`src/rtl/phl_pkg.sv`:
```
// Shared constants and types for the perfect hash lookup block.
package phl_pkg;

   localparam int DEF_BUCKETS  = 64;
   localparam int DEF_SLOTS    = 1024;
   localparam int DEF_KEY_BITS = 16;

   localparam int TYPE_W    = 2;
   localparam int INDEX_W   = 10;
   localparam int KEY_W     = 16;
   localparam int COEF_W    = 7;
   localparam int SPAN_W    = 11;
   localparam int BASE_W    = 10;
   localparam int BHIT_W    = 6;
   localparam int SHIT_W    = 10;
   localparam int CSR_IDX_W = 2;
   localparam int CSR_W     = 7;

   // Remainder bits resolved per pipeline stage.
   localparam int MOD_STEPS = 4;

   localparam logic [CSR_W-1:0] PRIME_RESET        = 7'd107;
   localparam logic [CSR_W-1:0] FIRST_MULT_RESET   = 7'd1;
   localparam logic [CSR_W-1:0] FIRST_ADD_RESET    = 7'd0;
   localparam logic [CSR_W-1:0] BUCKET_COUNT_RESET = 7'd64;

   typedef enum logic [TYPE_W-1:0] {
      REQ_LOAD_BUCKET = 2'd0,
      REQ_LOAD_SLOT   = 2'd1,
      REQ_LOOKUP      = 2'd2
   } req_kind_type;

   typedef enum logic [CSR_IDX_W-1:0] {
      CSR_PRIME        = 2'd0,
      CSR_FIRST_MULT   = 2'd1,
      CSR_FIRST_ADD    = 2'd2,
      CSR_BUCKET_COUNT = 2'd3
   } csr_index_type;

endpackage

```
`src/rtl/phl_mod.sv`:
```
// Pipelined restoring remainder unit that carries a payload alongside.
module phl_mod #(
   parameter int DW = 24,
   parameter int MW = 7,
   parameter int PW = 1
) (
   input  logic          clock,
   input  logic          reset,
   input  logic          en,
   input  logic          in_valid,
   input  logic [DW-1:0] in_dividend,
   input  logic [MW-1:0] in_divisor,
   input  logic [PW-1:0] in_payload,
   output logic          out_valid,
   output logic [DW-1:0] out_result,
   output logic [PW-1:0] out_payload
);

   localparam int STEPS  = phl_pkg::MOD_STEPS;
   localparam int STAGES = (DW + STEPS - 1) / STEPS;
   localparam int PADW   = STAGES * STEPS;

   logic            valid_ff [STAGES];
   logic            valid_in [STAGES];
   logic [PADW-1:0] num_ff   [STAGES];
   logic [PADW-1:0] num_in   [STAGES];
   logic [MW-1:0]   rem_ff   [STAGES];
   logic [MW-1:0]   rem_in   [STAGES];
   logic [MW-1:0]   div_ff   [STAGES];
   logic [MW-1:0]   div_in   [STAGES];
   logic [DW-1:0]   orig_ff  [STAGES];
   logic [DW-1:0]   orig_in  [STAGES];
   logic [PW-1:0]   pay_ff   [STAGES];
   logic [PW-1:0]   pay_in   [STAGES];

   // Each stage shifts in STEPS dividend bits, most significant first.
   always_comb begin
      logic [PADW-1:0] num;
      logic [MW-1:0]   rem;
      logic [MW:0]     t;
      logic [MW-1:0]   dv;
      for (int s = 0; s < STAGES; s++) begin
         if (s == 0) begin
            num         = PADW'(in_dividend);
            rem         = '0;
            dv          = in_divisor;
            valid_in[s] = in_valid;
            orig_in[s]  = in_dividend;
            pay_in[s]   = in_payload;
         end else begin
            num         = num_ff[s-1];
            rem         = rem_ff[s-1];
            dv          = div_ff[s-1];
            valid_in[s] = valid_ff[s-1];
            orig_in[s]  = orig_ff[s-1];
            pay_in[s]   = pay_ff[s-1];
         end
         for (int k = 0; k < STEPS; k++) begin
            t   = {rem, num[PADW-1]};
            num = num << 1;
            if (t >= {1'b0, dv}) begin
               t = t - {1'b0, dv};
            end
            rem = t[MW-1:0];
         end
         num_in[s] = num;
         rem_in[s] = rem;
         div_in[s] = dv;
      end
   end

   always_ff @(posedge clock) begin
      if (reset) begin
         for (int s = 0; s < STAGES; s++) begin
            valid_ff[s] <= 1'b0;
         end
      end else if (en) begin
         for (int s = 0; s < STAGES; s++) begin
            valid_ff[s] <= valid_in[s];
         end
      end
   end

   always_ff @(posedge clock) begin
      if (en) begin
         for (int s = 0; s < STAGES; s++) begin
            num_ff[s]  <= num_in[s];
            rem_ff[s]  <= rem_in[s];
            div_ff[s]  <= div_in[s];
            orig_ff[s] <= orig_in[s];
            pay_ff[s]  <= pay_in[s];
         end
      end
   end

   // A zero divisor passes the dividend through unreduced.
   assign out_valid   = valid_ff[STAGES-1];
   assign out_result  = (div_ff[STAGES-1] == '0) ? orig_ff[STAGES-1]
                                                 : DW'(rem_ff[STAGES-1]);
   assign out_payload = pay_ff[STAGES-1];

endmodule

```
`config.mk`:
```
export PLATFORM = sky130hd
export DESIGN_NAME = phl_mod
export DESIGN_NICKNAME = d
export VERILOG_FILES = /design/src/rtl/phl_pkg.sv /design/src/rtl/phl_mod.sv
export SDC_FILE = /design/constraint.sdc
export NUM_CORES = 1
export LEC_CHECK = 0
export ABC_AREA = 1
export BUFFER_PORTS_ARGS = -buffer_cell sky130_fd_sc_hd__buf_2
export CAP_MARGIN = 20
export CORE_MARGIN = 1.5
export CORE_UTILIZATION = 23
export DETAILED_ROUTE_END_ITERATION = 8
export PLACE_DENSITY_LB_ADDON = 0.15
export SLEW_MARGIN = 10
export SYNTH_ARGS = -nofsm -noshare
export SYNTH_HDL_FRONTEND = slang
export SYNTH_SLANG_ARGS = --single-unit
```
`constraint.sdc`:
```
create_clock -name clock -period 9.5 [get_ports clock]
set_clock_uncertainty 0.1 [all_clocks]
set_input_delay 1.9 -clock clock [delete_from_list [all_inputs] [get_ports clock]]
set_output_delay 1.9 -clock clock [all_outputs]
set_load 0.05 [all_outputs]
```
* Yosys cells after proc, flatten, opt, wreduce, memory -nomap -nowiden
Memory sizes are Yosys's and may differ from the RTL's.
Index checks and enable logic that the tools add are counted.
** Storage, ports and cells
- Memories kept :: 6
- Register bits after elaboration :: 0
- Memory bits (writable) :: 360
- Word-level logic and storage cells :: 98
- Bits of input ports :: 36
- Output and inout port bits :: 26
** Memories
- orig_ff :: depth 6, bits a word 24, rd ports 6, clocked after memory_dff 0, write ports 6, RTL line phl_mod.sv:31 : logic [DW-1:0] orig_ff [STAGES];
- num_ff :: depth 6, bits a word 20, rd ports 5, clocked after memory_dff 0, write ports 6, RTL line phl_mod.sv:25 : logic [PADW-1:0] num_ff [STAGES];
- div_ff :: depth 6, bits a word 7, rd ports 6, clocked after memory_dff 0, write ports 6, RTL line phl_mod.sv:29 : logic [MW-1:0] div_ff [STAGES];
- rem_ff :: depth 6, bits a word 7, rd ports 6, clocked after memory_dff 0, write ports 6, RTL line phl_mod.sv:27 : logic [MW-1:0] rem_ff [STAGES];
- pay_ff :: depth 6, bits a word 1, rd ports 6, clocked after memory_dff 0, write ports 6, RTL line phl_mod.sv:33 : logic [PW-1:0] pay_ff [STAGES];
- valid_ff :: depth 6, bits a word 1, rd ports 6, clocked after memory_dff 0, write ports 6, RTL line phl_mod.sv:23 : logic valid_ff [STAGES];
** Cells by class
- $add $sub $neg :: 24
- Mux-type cells :: 37
- Reductions and logical operators :: 1
- Bitwise operators :: 6
- Magnitude comparators :: 24
** Operators by type and width (number)
- $ge 8x7->1 :: 23
- $mux 7 :: 24
- $sub 7x7->7 :: 23
- $mux 24 :: 1
- $mux 1 :: 12
- $ge 1x7->1 :: 1
- $logic_not 7->1 :: 1
- $sub 1x7->7 :: 1
- $or 1x1->1 :: 6

* Longest topological paths before layout
An unclocked memory read counts as a cell.
- Word-level depth :: 9
- Gate-level depth with buffers :: 47
- Gate-level depth less buffers :: 47

* Worst setup path after synthesis
No wires, ideal clock.
- Kind :: input to register
- Start point :: input in_dividend[23]
- End point :: memory rem_ff[0][1] (data pin)
- Path buffers :: 0
- Cell stages on the path :: 32
- Path slack :: 2.238 ns
- Library setup time :: 0.131 ns
- Arrival time :: 7.030 ns
- Data required time :: 9.269 ns
- Cell sequence :: inv_1 -> ha_1 -> o21ai_1 -> nor2_2 -> o21ai_0 -> inv_1 -> fa_1 -> nor3_1 -> o21ai_0 -> nand2_1 -> inv_1 -> o21ai_0 -> ha_1 -> nand2_1 -> o21ai_1 -> a21oi_1 -> o21bai_1 -> a21oi_2 -> nand2_1 -> nand2_1 -> o21ai_0 -> fa_1 -> nand3_1 -> nand2_1 -> nand2_1 -> nand2_1 -> a21oi_1 -> o21ai_0 -> a21oi_1 -> a21boi_1 -> nand3_1 -> nand2_1
** RTL lines
- start, declared :: RTL line phl_mod.sv:11 : input logic [DW-1:0] in_dividend,
- end, declared :: RTL line phl_mod.sv:27

==> qor.csv <==
metric,value,unit
Layout Nets,2098,
Post-Synth Simple-Gate Area,21.63,%
Setup Total Neg Slack,0,ns
Hold Crit Class,flip-flop to flip-flop,
H-tree lvl count,1,
status,finished clean,
"Top FF cell, synth",edfxtp_1,
fmax,0.1276,GHz
fraction of layout cells with a size suffix above 1,10.02,%
Final period util,82.49,%
Worst-Margin Slew,0.9601,ns
post-synthesis mux area share,0,%
Worst path max stage delay,0.48,ns
DR iter-0 viols,625,
drt pass-1 iters,5,
final wirelength,38440,µm
Post-synth EDFFs,240,
GP Congestion,0.8308,
Post-CTS Setup Bufs,0,
largest net degree at the start of global routing,147,
site row count,97,
root buf cell,clkbuf_16,
CP Class,primary input to flip-flop,
Vias,11794,
vias in the first global route,11877,
Final HPWL DP,30070,µm
RSZ-0062 raised after global routing,false,
drt drc,0,
synth-to-layout area growth,14.84,%
FF-to-FF path depth,39,
Clock Path Buffers,3,
critical path required time,9.83,ns
most frequent cells in the layout,"484 x nand2_1, 267 x inv_1, 240 x edfxtp_1",
antenna-violating nets left,0,
drt via density,4.157,
"Seq/Total Area, Yosys",44.19,%
core area,0.07015,mm²
syn_nets,2007,
CTS clock-pin slew for the worst setup and hold paths,0.06,ns
average cell area after synthesis,9.138,µm²
post-layout minimum cycle time,7.836,ns
global-route wire length before repair,62600,µm
Top Usage Layer GRT,met2,
GRT met3 Usage,1.354,%
compound-gate portion of the synthesized area,7.349,%
drt wl/cell,13.55,µm
GRT met2 Usage,17.72,%
synthesized instance count,1785,
GRT Overall Usage,10.54,%
die area,0.07252,mm²
Worst path most repeated cell,nand2_1,
Max Cap Viol,0,
Syn. warnings,0,
largest family of logic cells by synthesized area,simple AND/OR/NAND/NOR gates,
CTS tree,built,
TritonCTS Buffers,31,
clk_lat worst skew,0.56,ns
Startpoint Class,primary input,
Adder-Cell Fraction of Synth Area,15.33,%
Hold Crit Depth,0,
Final Setup Violations,0,
IO buf count,61,
Overflow after GRT,0,
"commonest non-fill, non-tap cell in the layout",nand2_1,
Slowest cell on crit path,fa_1,
kind of end point of the critical path,flip-flop,
Slew headroom,36.00,%
CTS hold repair buffers,0,
final-report hold violation count,0,
Post-Syn Area,0.01631,mm²
Seq cells post-synth,240,
initial antenna violation count,1,
fillers,7605,
Die Wd,269.3,µm
M1 GR Usage,14.37,%
area share of xor/xnor cells in the synthesized design,5.048,%
chip height,269.3,µm
Slew Limit Fails,0,
crit-path max FO,10,
initial core utilization,23.25,%
Netlist cell types,46,
Clock Sinks,240,
PostCTS Resize Cnt,0,
io pins,62,
Post-synth ARST share,0,%
Worst EP arrival,8.16,ns
state kept, by name (all words and copies together) (netlist names):
| register | flops |
|---|---|
| orig_ff | 144 |
| pay_ff | 6 |
| rem_ff | 42 |
| div_ff | 42 |
| valid_ff | 6 |
synth_stat cells (all sizes together) (4+ instances only):
cell    instances  share of area, %
a21o           10              0.46
a21oi          99               3.3
a31oi           9              0.35
clkbuf          4             0.092
edfxtp        240                44
fa             23               2.8
ha            163                13
inv           274               6.3
nand2         509                12
nand3         129               4.7
nand3b          7              0.40
nand4          26               1.0
nor2           64               1.9
nor3           10              0.34
o21ai          84               2.6
o21bai          4              0.18
or2            22              0.84
xnor2          36               1.9
xor2           58               3.1
metal layers:
metal	wire length, µm	up-vias	share of wire (%)
met2	17850	130	46
met3	953	41	2.5
met5	0	-	0
met4	668	0	1.7
li1	-	6182	-
met1	18970	5441	49
final cells by class:
class	instances	area, µm²	share of cell area (%)
diodes	1	2.502	0.01336
clock buffers	34	787.0	4.202
clock inverters	19	133.9	0.7148
inverters	274	1031	5.504
multi-input cells	1266	8050	42.98
flip-flops and latches	240	7207	38.48
well taps	940	1176	6.279
repair buffers	63	342.8	1.830
logic make-up after synthesis:
family	count (synthesis)
fa+ha+maj	186
simple gates	772
xor+xnor	94
compound gates	214
buf+inv	279
flops	240
stage by stage:
stage	utilization, %	setup WS [ns]	hold slack (ns)	instance area [µm²]	cells
finish	26.70	1.664	0.3010	18730	2837
global route	26.70	0.9556	0.2943	18730	2837
CTS	26.70	1.734	0.2965	18730	2836
detailed placement	25.38	1.153	0.3045	17810	2783
global placement	25.38	1.285	0.3008	17810	2783
floorplan	-	2.238	0.3003	16310	1785
path summary, 6_finish.rpt:
| path | from | end | slack (ns) |
|---|---|---|---|
| worst max register to register | div_ff[0][1] | rem_ff[1][6] | 1.86 |
| worst max-delay path | in_dividend[23] | rem_ff[0][4] | 1.66 |
| worst min-delay path | orig_ff[2][6] | orig_ff[3][6] | 0.30 |
| worst min register to register | orig_ff[2][6] | orig_ff[3][6] | 0.30 |
worst max-delay path, delay by kind of cell:
family / cells / cell delay [ns]
AND/OR/NAND/NOR: 12 / 1.54
adder cells (fa/ha/maj): 4 / 1.59
AO/OA/AOI/OAI: 13 / 2.73
buffers and inverters: 4 / 0.37
Power is not shown: default switching activity piles up to over one toggle a cycle in this logic, so the estimate is an artifact.
