`config.mk`:
```
export PLATFORM = sky130hd
export DESIGN_NAME = phl_ram
export DESIGN_NICKNAME = d
export VERILOG_FILES = /design/src/rtl/phl_ram.sv
export SDC_FILE = /design/constraint.sdc
export NUM_CORES = 1
export LEC_CHECK = 0
export ABC_AREA = 1
export BUFFER_PORTS_ARGS = -buffer_cell sky130_fd_sc_hd__buf_2
export CAP_MARGIN = 30
export CELL_PAD_IN_SITES_DETAIL_PLACEMENT = 0
export CELL_PAD_IN_SITES_GLOBAL_PLACEMENT = 2
export CORE_MARGIN = 4
export CORE_UTILIZATION = 41
export CTS_CLUSTER_DIAMETER = 200
export DETAILED_ROUTE_END_ITERATION = 6
export GPL_TIMING_DRIVEN = 0
export PLACE_DENSITY_LB_ADDON = 0.08
export SLEW_MARGIN = 10
export SYNTH_ARGS = -nofsm -noshare
export SYNTH_HDL_FRONTEND = slang
export SYNTH_SLANG_ARGS = --single-unit
```
`constraint.sdc`:
```
create_clock -name clock -period 1.43 [get_ports clock]
set_clock_uncertainty 0.15 [all_clocks]
set_input_delay 0.2145 -clock clock [delete_from_list [all_inputs] [get_ports clock]]
set_output_delay 0.2145 -clock clock [all_outputs]
set_load 0.03 [all_outputs]
```
`src/rtl/phl_ram.sv`:
```
// Generic single-write, single-read memory with registered read data.
module phl_ram #(
   parameter int WIDTH = 8,
   parameter int DEPTH = 16,
   localparam int AW = (DEPTH > 1) ? $clog2(DEPTH) : 1
) (
   input  logic             clock,
   input  logic             we,
   input  logic [AW-1:0]    waddr,
   input  logic [WIDTH-1:0] wdata,
   input  logic             re,
   input  logic [AW-1:0]    raddr,
   output logic [WIDTH-1:0] rdata
);

   logic [WIDTH-1:0] mem_ff [DEPTH];
   logic [WIDTH-1:0] rdata_ff;

   always_ff @(posedge clock) begin
      if (we) begin
         mem_ff[waddr] <= wdata;
      end
      if (re) begin
         rdata_ff <= mem_ff[raddr];
      end
   end

   assign rdata = rdata_ff;

endmodule

```
## Word-level counts from Yosys, hierarchy flattened

Memory sizes are Yosys's and may differ from the RTL's. A register that Yosys moved wholly into a read port is not among the register bits.
Cells that the tools add are included.

- Muxes and demuxes: 2

Operator list:

| cell | count |
|---|---|
| $mux W1 | 2 |

- Memories: 1
- Word-level logic and storage cells: 3
- Bits in registers: 0
- Memory bits (writable): 128

Memory list:

| memory | depth | bits a word | read ports | clocked after Yosys merged registers in | write ports | RTL line | RTL |
|---|---|---|---|---|---|---|---|
| mem_ff | 16 | 8 | 1 | 1 | 1 | 16 | `logic [WIDTH-1:0] mem_ff [DEPTH];` |

## Longest topological paths before layout

Gate-level depths: netlist of the first run.

- Word-level depth: 2
- Gate-level depth with buffers: 8
- Gate-level depth less buffers: 7

## Worst setup path before layout of the first run

Ideal clock, no wire load.

- Path kind: input-to-reg
- From: input port waddr[2]
- To: memory mem_ff[10][0] (enable)
- Slack: 115 ps
- Arrival: 795 ps
- Setup time: 370 ps
- Required time: 910 ps
- Path buffers: 0
- Stages on the path: 2
- Cell sequence: nand3b_1 nor2_1

RTL lines:

| item | RTL line | RTL |
|---|---|---|
| from (decl) | 9 | `input logic [AW-1:0] waddr,` |
| to (decl) | 16 |  |

No word-level cell before the write port.

## Worst setup path in the final report of the first run

- From: input port waddr[3]
- To: memory mem_ff[5][7] (enable)

No word-level cell before the write port.

==> impl_metrics.yaml, run 1 <==
detailed_routing:
  drtAntennaViolNets: 0
  viasPerCell: 4.83
  wl_per_cell_um: 19.2
  via_count: 3802
  drt_iter0_drc: 349
  drtPass1Iterations: 7
  drt_wl_total_um: 15100
  drc: 0
pwr:
  total_leakage_power_nw: 2.90
  worst_ir_drop_vdd_mv: 0.922
  power_mw: 9.17
  powerDensity_nw_per_um2: 1360
clocking:
  insertion_delay_ns: 0.42
  cts_buffer_depth: 2
  cts_sinks: 136
  cts_root_buf: "clkbuf_16"
  cts_buffers: 17
  cts_setup_buffers: 0
  htreeDepth: 4
  cts_tree: "built"
  clk_pin_slew_worst_paths_ns: 0.06
status:
  violations: "setup timing"
  status: "complete, but fails checks"
layout:
  multi_input_area_sq_um: 1230
  drive_gt1_share_pct: 12.9
  fin_area_sq_um: 6760
  nFillCells: 1304
  nets: 614
  seq_area_sq_um: 4080
  utilization_pct: 48.5
  syn_to_final_growth_pct: 15.6
  n_antenna_cell: 0
logic_synthesis:
  synthMuxAreaShare_pct: 0
  synth.largest_area_cell: "edfxtp_1"
  ys_seq_area_share_pct: 69.8
  synth_nets: 570
  synth_area_leaders: "edfxtp_1 (70%), nand2_1 (11%), nand3_1 (8.3%)"
  syn_area_sq_um: 5850
  yosys.area_share.simple_pct: 20.8
  synth_cells: 551
  synth_cell_types: 11
  synth_xor_area_share_pct: 0
  synth_top_family_by_area: "simple AND/OR/NAND/NOR gates"
  synth_fa_ha_area_share_pct: 0
  ys_seq_elements: 136
  synth_compound_area_share_pct: 0
  synth.top_cell.area_share_pct: 69.8
  postSynthAreaPerCell_sq_um: 10.6
  synth_warnings: 0
global_routing:
  grt_pass1_wl_um: 22600
  grt_max_degree: 17
  track_usage_pct: 19.8
  grt_pass1_vias: 3595
  overflow: 0
  grt_antenna_before_repair: 0
floorplan:
  fp.dieH_um: 127
  fp-row-count: 43
  start_util_pct: 42.0
  die_x_um: 127
  die_area_sq_um: 16200
  core-area_sq_um: 13900
  io_pins: 27
worst_setup_path:
  cp-endpoint: "mem_ff[5][7]"
  path_cells: "buf_2, nand3b_1, nor2_1"
  cp-start-kind: "input port"
  r2r_start: "mem_ff[11][1]"
  cpMaxStageDelayCell: "nor2_1"
  reg2reg_setup_slack_ns: 0.09
  worstPathMaxFanout: 8
  r2r_cells: 6
  required_ns: 1.32
  critPathLaunch: "waddr[3]"
  r2r_end: "rdata[1]"
  cpPeakStageDelay_ns: 0.77
  crit_arrival_ns: 1.38
  end_kind: "register"
  crit_type: "in -> reg"
placed_design:
  dpl-instance-area_sq_um: 6190
  portBuffers: 23
  dp_hpwl_um: 10100
  place.gp.congestion: 0.781
timing:
  max_freq_mhz: 672
  hold_viol: 0
  fin_ws_ns: -0.0591
  fin_crit_sh_pct: 104
  report.final.slew_viol_count: 0
  setup_viol_count_final: 24
  worst_pin_slew_ns: 0.938
  rsz0062_at_grt: "yes"
  slew_headroom_pct: 37.2
  fin_setup_tns_ns: -0.922
  final.min_clock_period_ns: 1.49
hold_path:
  min_path_type: "in -> reg"
flow_run:
  drv_cap: 0
power breakdown:
group          internal [mW]  switching (mW)  total (mW)
registers               4.49          0.0199        4.51
clock network           2.51            1.51        4.02
logic                  0.171           0.464       0.635
total                   7.17            2.00        9.17
Yosys cell counts:
library cell and instances:
nand3_1 97, nand3b_1 2, buf_2 13, nand2_1 173, inv_1 100, edfxtp_1 136
nor2_1 17, inv_2 2, buf_4 4, buf_6 6, buf_1 1
per-layer routing:
| metal | wire length [um] | track usage, % | vias up |
|---|---|---|---|
| li1 | - | - | 1867 |
| met1 | 7230 | 28.8 | 1824 |
| met2 | 6850 | 30.0 | 103 |
| met3 | 858 | 4.81 | 8 |
| met4 | 140 | 4.92 | 0 |
| met5 | 0 | 0 | - |
cell families after synthesis:
| kind of cell | count (synthesis) |
|---|---|
| buffers and inverters | 126 |
| flip-flops | 136 |
| AND/OR/NAND/NOR | 289 |
layout by cell type (no fill, tap or decap):
cell type,count
bufinv_16,2
nor2_1,14
nand2_1,173
inv_2,2
clkinv_1,4
dlygate4sd3_1,1
buf_6,6
nand3_1,96
edfxtp_1,136
clkinv_2,4
buf_4,5
clkbuf_16,17
nor2_2,3
nand3_2,1
clkbuf_1,2
inv_1,100
buf_1,1
clkinvlp_4,2
nand3b_1,2
buf_2,36
area by class of cell:
| type | count | area share [%] |
|---|---|---|
| plain buffers | 24 | 2.46 |
| clock buffers | 19 | 6.40 |
| clock inverters | 12 | 1.63 |
| inverters | 102 | 5.66 |
| multi-input cells | 289 | 18.1 |
| flip-flops and latches | 136 | 60.4 |
| well taps | 180 | 3.33 |
| repair buffers | 25 | 1.96 |
worst max-delay path, delay by kind of cell:
kind / cells / cell delay (ns)
buffers and inverters: 1 / 0.12
AND/OR/NAND/NOR: 2 / 1.04
through the flow:
stage               worst slack, ns  std cells  hold slack [ns]
finish                      -0.0591        787           0.0744
global route                 -0.125        787           0.0695
CTS                         -0.0698        786           0.0677
detailed placement           -0.524        754            0.432
global placement             -0.517        754            0.430
floorplan                     0.115        551            0.163
worst min-delay path by stage:
stage                     slack [ns]             to  depth (start not counted)      from
after floorplan                 0.16   mem_ff[0][0]                          0  wdata[0]
after global placement          0.43       rdata[1]                          1        re
after detailed placement        0.43       rdata[7]                          1        re
after CTS                       0.07   mem_ff[0][6]                          1  wdata[6]
after global routing            0.07  mem_ff[11][4]                          1  wdata[4]
final                           0.07  mem_ff[11][1]                          1  wdata[1]
sequential cells by signal (all words and copies together), names as in the netlist:
signal  flops
mem_ff    128
rdata       8
repair_timing:
item | CTS | global route
hold buffers | 1 | 0
gates resized for setup | 1 | 3
setup endpoints to repair | 32 | 41
hold endpoints to repair | 8 | 0
No activity file was read; power rests on OpenSTA's default activity.
==> inputs of run 2 (changes only) <==
--- a/config.mk
+++ b/config.mk
@@ -5,13 +5,12 @@
 export SDC_FILE = /design/constraint.sdc
 export NUM_CORES = 1
 export LEC_CHECK = 0
-export ABC_AREA = 1
 export BUFFER_PORTS_ARGS = -buffer_cell sky130_fd_sc_hd__buf_2
 export CAP_MARGIN = 30
 export CELL_PAD_IN_SITES_DETAIL_PLACEMENT = 0
 export CELL_PAD_IN_SITES_GLOBAL_PLACEMENT = 2
 export CORE_MARGIN = 4
-export CORE_UTILIZATION = 41
+export CORE_UTILIZATION = 25
 export CTS_CLUSTER_DIAMETER = 200
 export DETAILED_ROUTE_END_ITERATION = 6
 export GPL_TIMING_DRIVEN = 0
==> impl_metrics.yaml, run 2 <==
layout:
  largest_reg_flops: 128
  drive_gt1_share_pct: 42.5
  layout_commonest_cell: "edfxtp_1"
  nFillCells: 1993
  final_cell_mix: "edfxtp_1 (136), mux4_2 (32), buf_2 (28)"
  n_antenna_cell: 0
  syn_to_final_growth_pct: 21.6
  nets: 293
  utilization_pct: 31.1
  largest_register: "mem_ff"
timing:
  fin_crit_sh_pct: 113
  setup_viol_count_final: 8
  slew_headroom_pct: 39.0
  hold_viol: 0
  max_freq_mhz: 616
  report.final.slew_viol_count: 0
  final.min_clock_period_ns: 1.62
  worst_pin_slew_ns: 0.911
  rsz0062_at_grt: "yes"
  fin_ws_ns: -0.193
placed_design:
  dp_hpwl_um: 7990
  portBuffers: 25
  place.gp.congestion: 0.671
clocking:
  cts_buffer_depth: 2
  insertion_delay_ns: 0.41
  htreeDepth: 4
  cts_buffers: 17
  cts_root_buf: "clkbuf_16"
  cts_sinks: 136
  cts_setup_buffers: 0
  clk_pin_slew_worst_paths_ns: 0.05
  cts_tree: "built"
hold_path:
  min_path_type: "in -> reg"
logic_synthesis:
  syn_area_sq_um: 5230
  synth.largest_area_cell: "edfxtp_1"
  synth_cell_types: 18
  synth_area_leaders: "edfxtp_1 (78%), mux4_2 (7.8%), mux4_1 (7.0%)"
  synth-edff-count: 136
  ys_seq_elements: 136
  synth_nets: 248
  synth_cells: 229
  synthTopCellsByCount: "edfxtp_1 (136), mux4_2 (18), a22oi_1 (16)"
  synth-async-reset-ratio_pct: 0
  yosysMostFrequentCell: "edfxtp_1"
  synth-main-ff-cell: "edfxtp_1"
  postSynthAreaPerCell_sq_um: 22.8
  ys_seq_area_share_pct: 78.1
  synth.top_cell.area_share_pct: 78.1
  synth_warnings: 0
global_routing:
  grt_max_degree: 17
  overflow: 0
  grt_antenna_before_repair: 0
  grt_pass1_vias: 2552
  track_usage_pct: 11.0
  grt_pass1_wl_um: 18000
worst_setup_path:
  crit_arrival_ns: 1.63
  cpMaxStageDelayCell: "mux4_2"
  worstPathMaxFanout: 1
  cpPeakStageDelay_ns: 0.53
  crit_type: "reg -> reg"
  reg2reg_setup_slack_ns: -0.19
  path_cells: "mux4_2, a22oi_2, nand2_1"
  end_kind: "register"
  cp-start-kind: "register"
  path_buf_inv: 0
  crit_family: "multiplexers"
  required_ns: 1.44
pwr:
  swShare_pct: 20.9
  seq_power_share_pct: 49.4
  switchingPower_mw: 1.90
  power_mw: 9.13
  powerDensity_nw_per_um2: 1440
  internal-power_mw: 7.22
  total_leakage_power_nw: 2.00
  p_comb_share_pct: 5.9
  pwr-share-clk_pct: 44.6
  worst_ir_drop_vdd_mv: 0.564
floorplan:
  die_x_um: 153
  die_area_sq_um: 23300
  fp-row-count: 52
  io_pins: 27
  start_util_pct: 25.6
  fp.dieH_um: 153
  core-area_sq_um: 20400
detailed_routing:
  via_count: 2369
  drt_wl_total_um: 12300
  drtAntennaViolNets: 0
  drc: 0
  drt_iter0_drc: 139
  drtPass1Iterations: 4
  wl_per_cell_um: 22.1
  viasPerCell: 4.25
flow_run:
  drv_cap: 0
status:
  violations: "setup timing"
  status: "complete, but fails checks"
[run 2: path summary, 6_finish.rpt]
| kind | start | to | cells after the start |
|---|---|---|---|
| max | mem_ff[0][0] | rdata[0] | 3 |
| min | wdata[1] | mem_ff[15][1] | 1 |
| max reg2reg | mem_ff[0][0] | rdata[0] | 3 |
| min reg2reg | mem_ff[12][6] | rdata[6] | 3 |
[run 2: kinds of logic (layout without fill, tap and decap cells)]
| logic type | count (synthesis) | after routing | synth area share (%) |
|---|---|---|---|
| compound gates | 16 | 16 | 2.30 |
| flops | 136 | 136 | 78.1 |
| mux | 32 | 32 | 14.8 |
| buf+inv | 10 | 68 | 1.65 |
| simple gates | 35 | 35 | 3.14 |
[run 2: power by group through the flow]
stage               combinational (mW)  clock, mW  sequential (mW)
floorplan                        0.251          0             4.63
global placement                 0.525          0             4.59
detailed placement               0.528          0             4.60
CTS                              0.560       4.16             4.51
global route                     0.590       4.36             4.52
finish                           0.543       4.07             4.51
[run 2: per-stage QoR]
| step | setup TNS, ns | hold WS [ns] | area (sq um) | worst slack (ns) | instances |
|---|---|---|---|---|---|
| global placement | -62.54 | 0.423 | 5710 | -0.560 | 524 |
| floorplan | -1.37 | 0.163 | 5250 | -0.135 | 229 |
| global route | -1.68 | 0.0759 | 6360 | -0.247 | 557 |
| finish | -1.31 | 0.0732 | 6360 | -0.193 | 557 |
| CTS | -1.48 | 0.0641 | 6350 | -0.208 | 557 |
| detailed placement | -62.08 | 0.429 | 5710 | -0.584 | 524 |
[run 2: layout make-up]
type / instances / area, sq um / area share, %
Clock buffer: 20 / 437 / 6.87
Clock inverter: 12 / 109 / 1.71
Sequential cell: 136 / 4080 / 64.2
Timing Repair Buffer: 26 / 135 / 2.13
Buffer: 10 / 120 / 1.89
Tap cell: 270 / 338 / 5.31
Multi-Input combinational cell: 83 / 1140 / 17.9
[run 2: what timing repair did]
item | in CTS | in global routing
pin swaps | 3 | 0
hold buffers | 1 | 0
cloned | 0 | 0
gates resized for setup | 22 | 2
hold endpoints to repair | 8 | 0
endpoints found under the setup margin | 96 | 8
[run 2: metal layers]
| metal | track usage [%] | wire (um) | vias to the layer above |
|---|---|---|---|
| met5 | 0 | 0 | - |
| met4 | 3.69 | 142 | 0 |
| met3 | 3.12 | 379 | 10 |
| met2 | 16.1 | 5640 | 49 |
| met1 | 15.8 | 6130 | 1255 |
| li1 | - | - | 1055 |
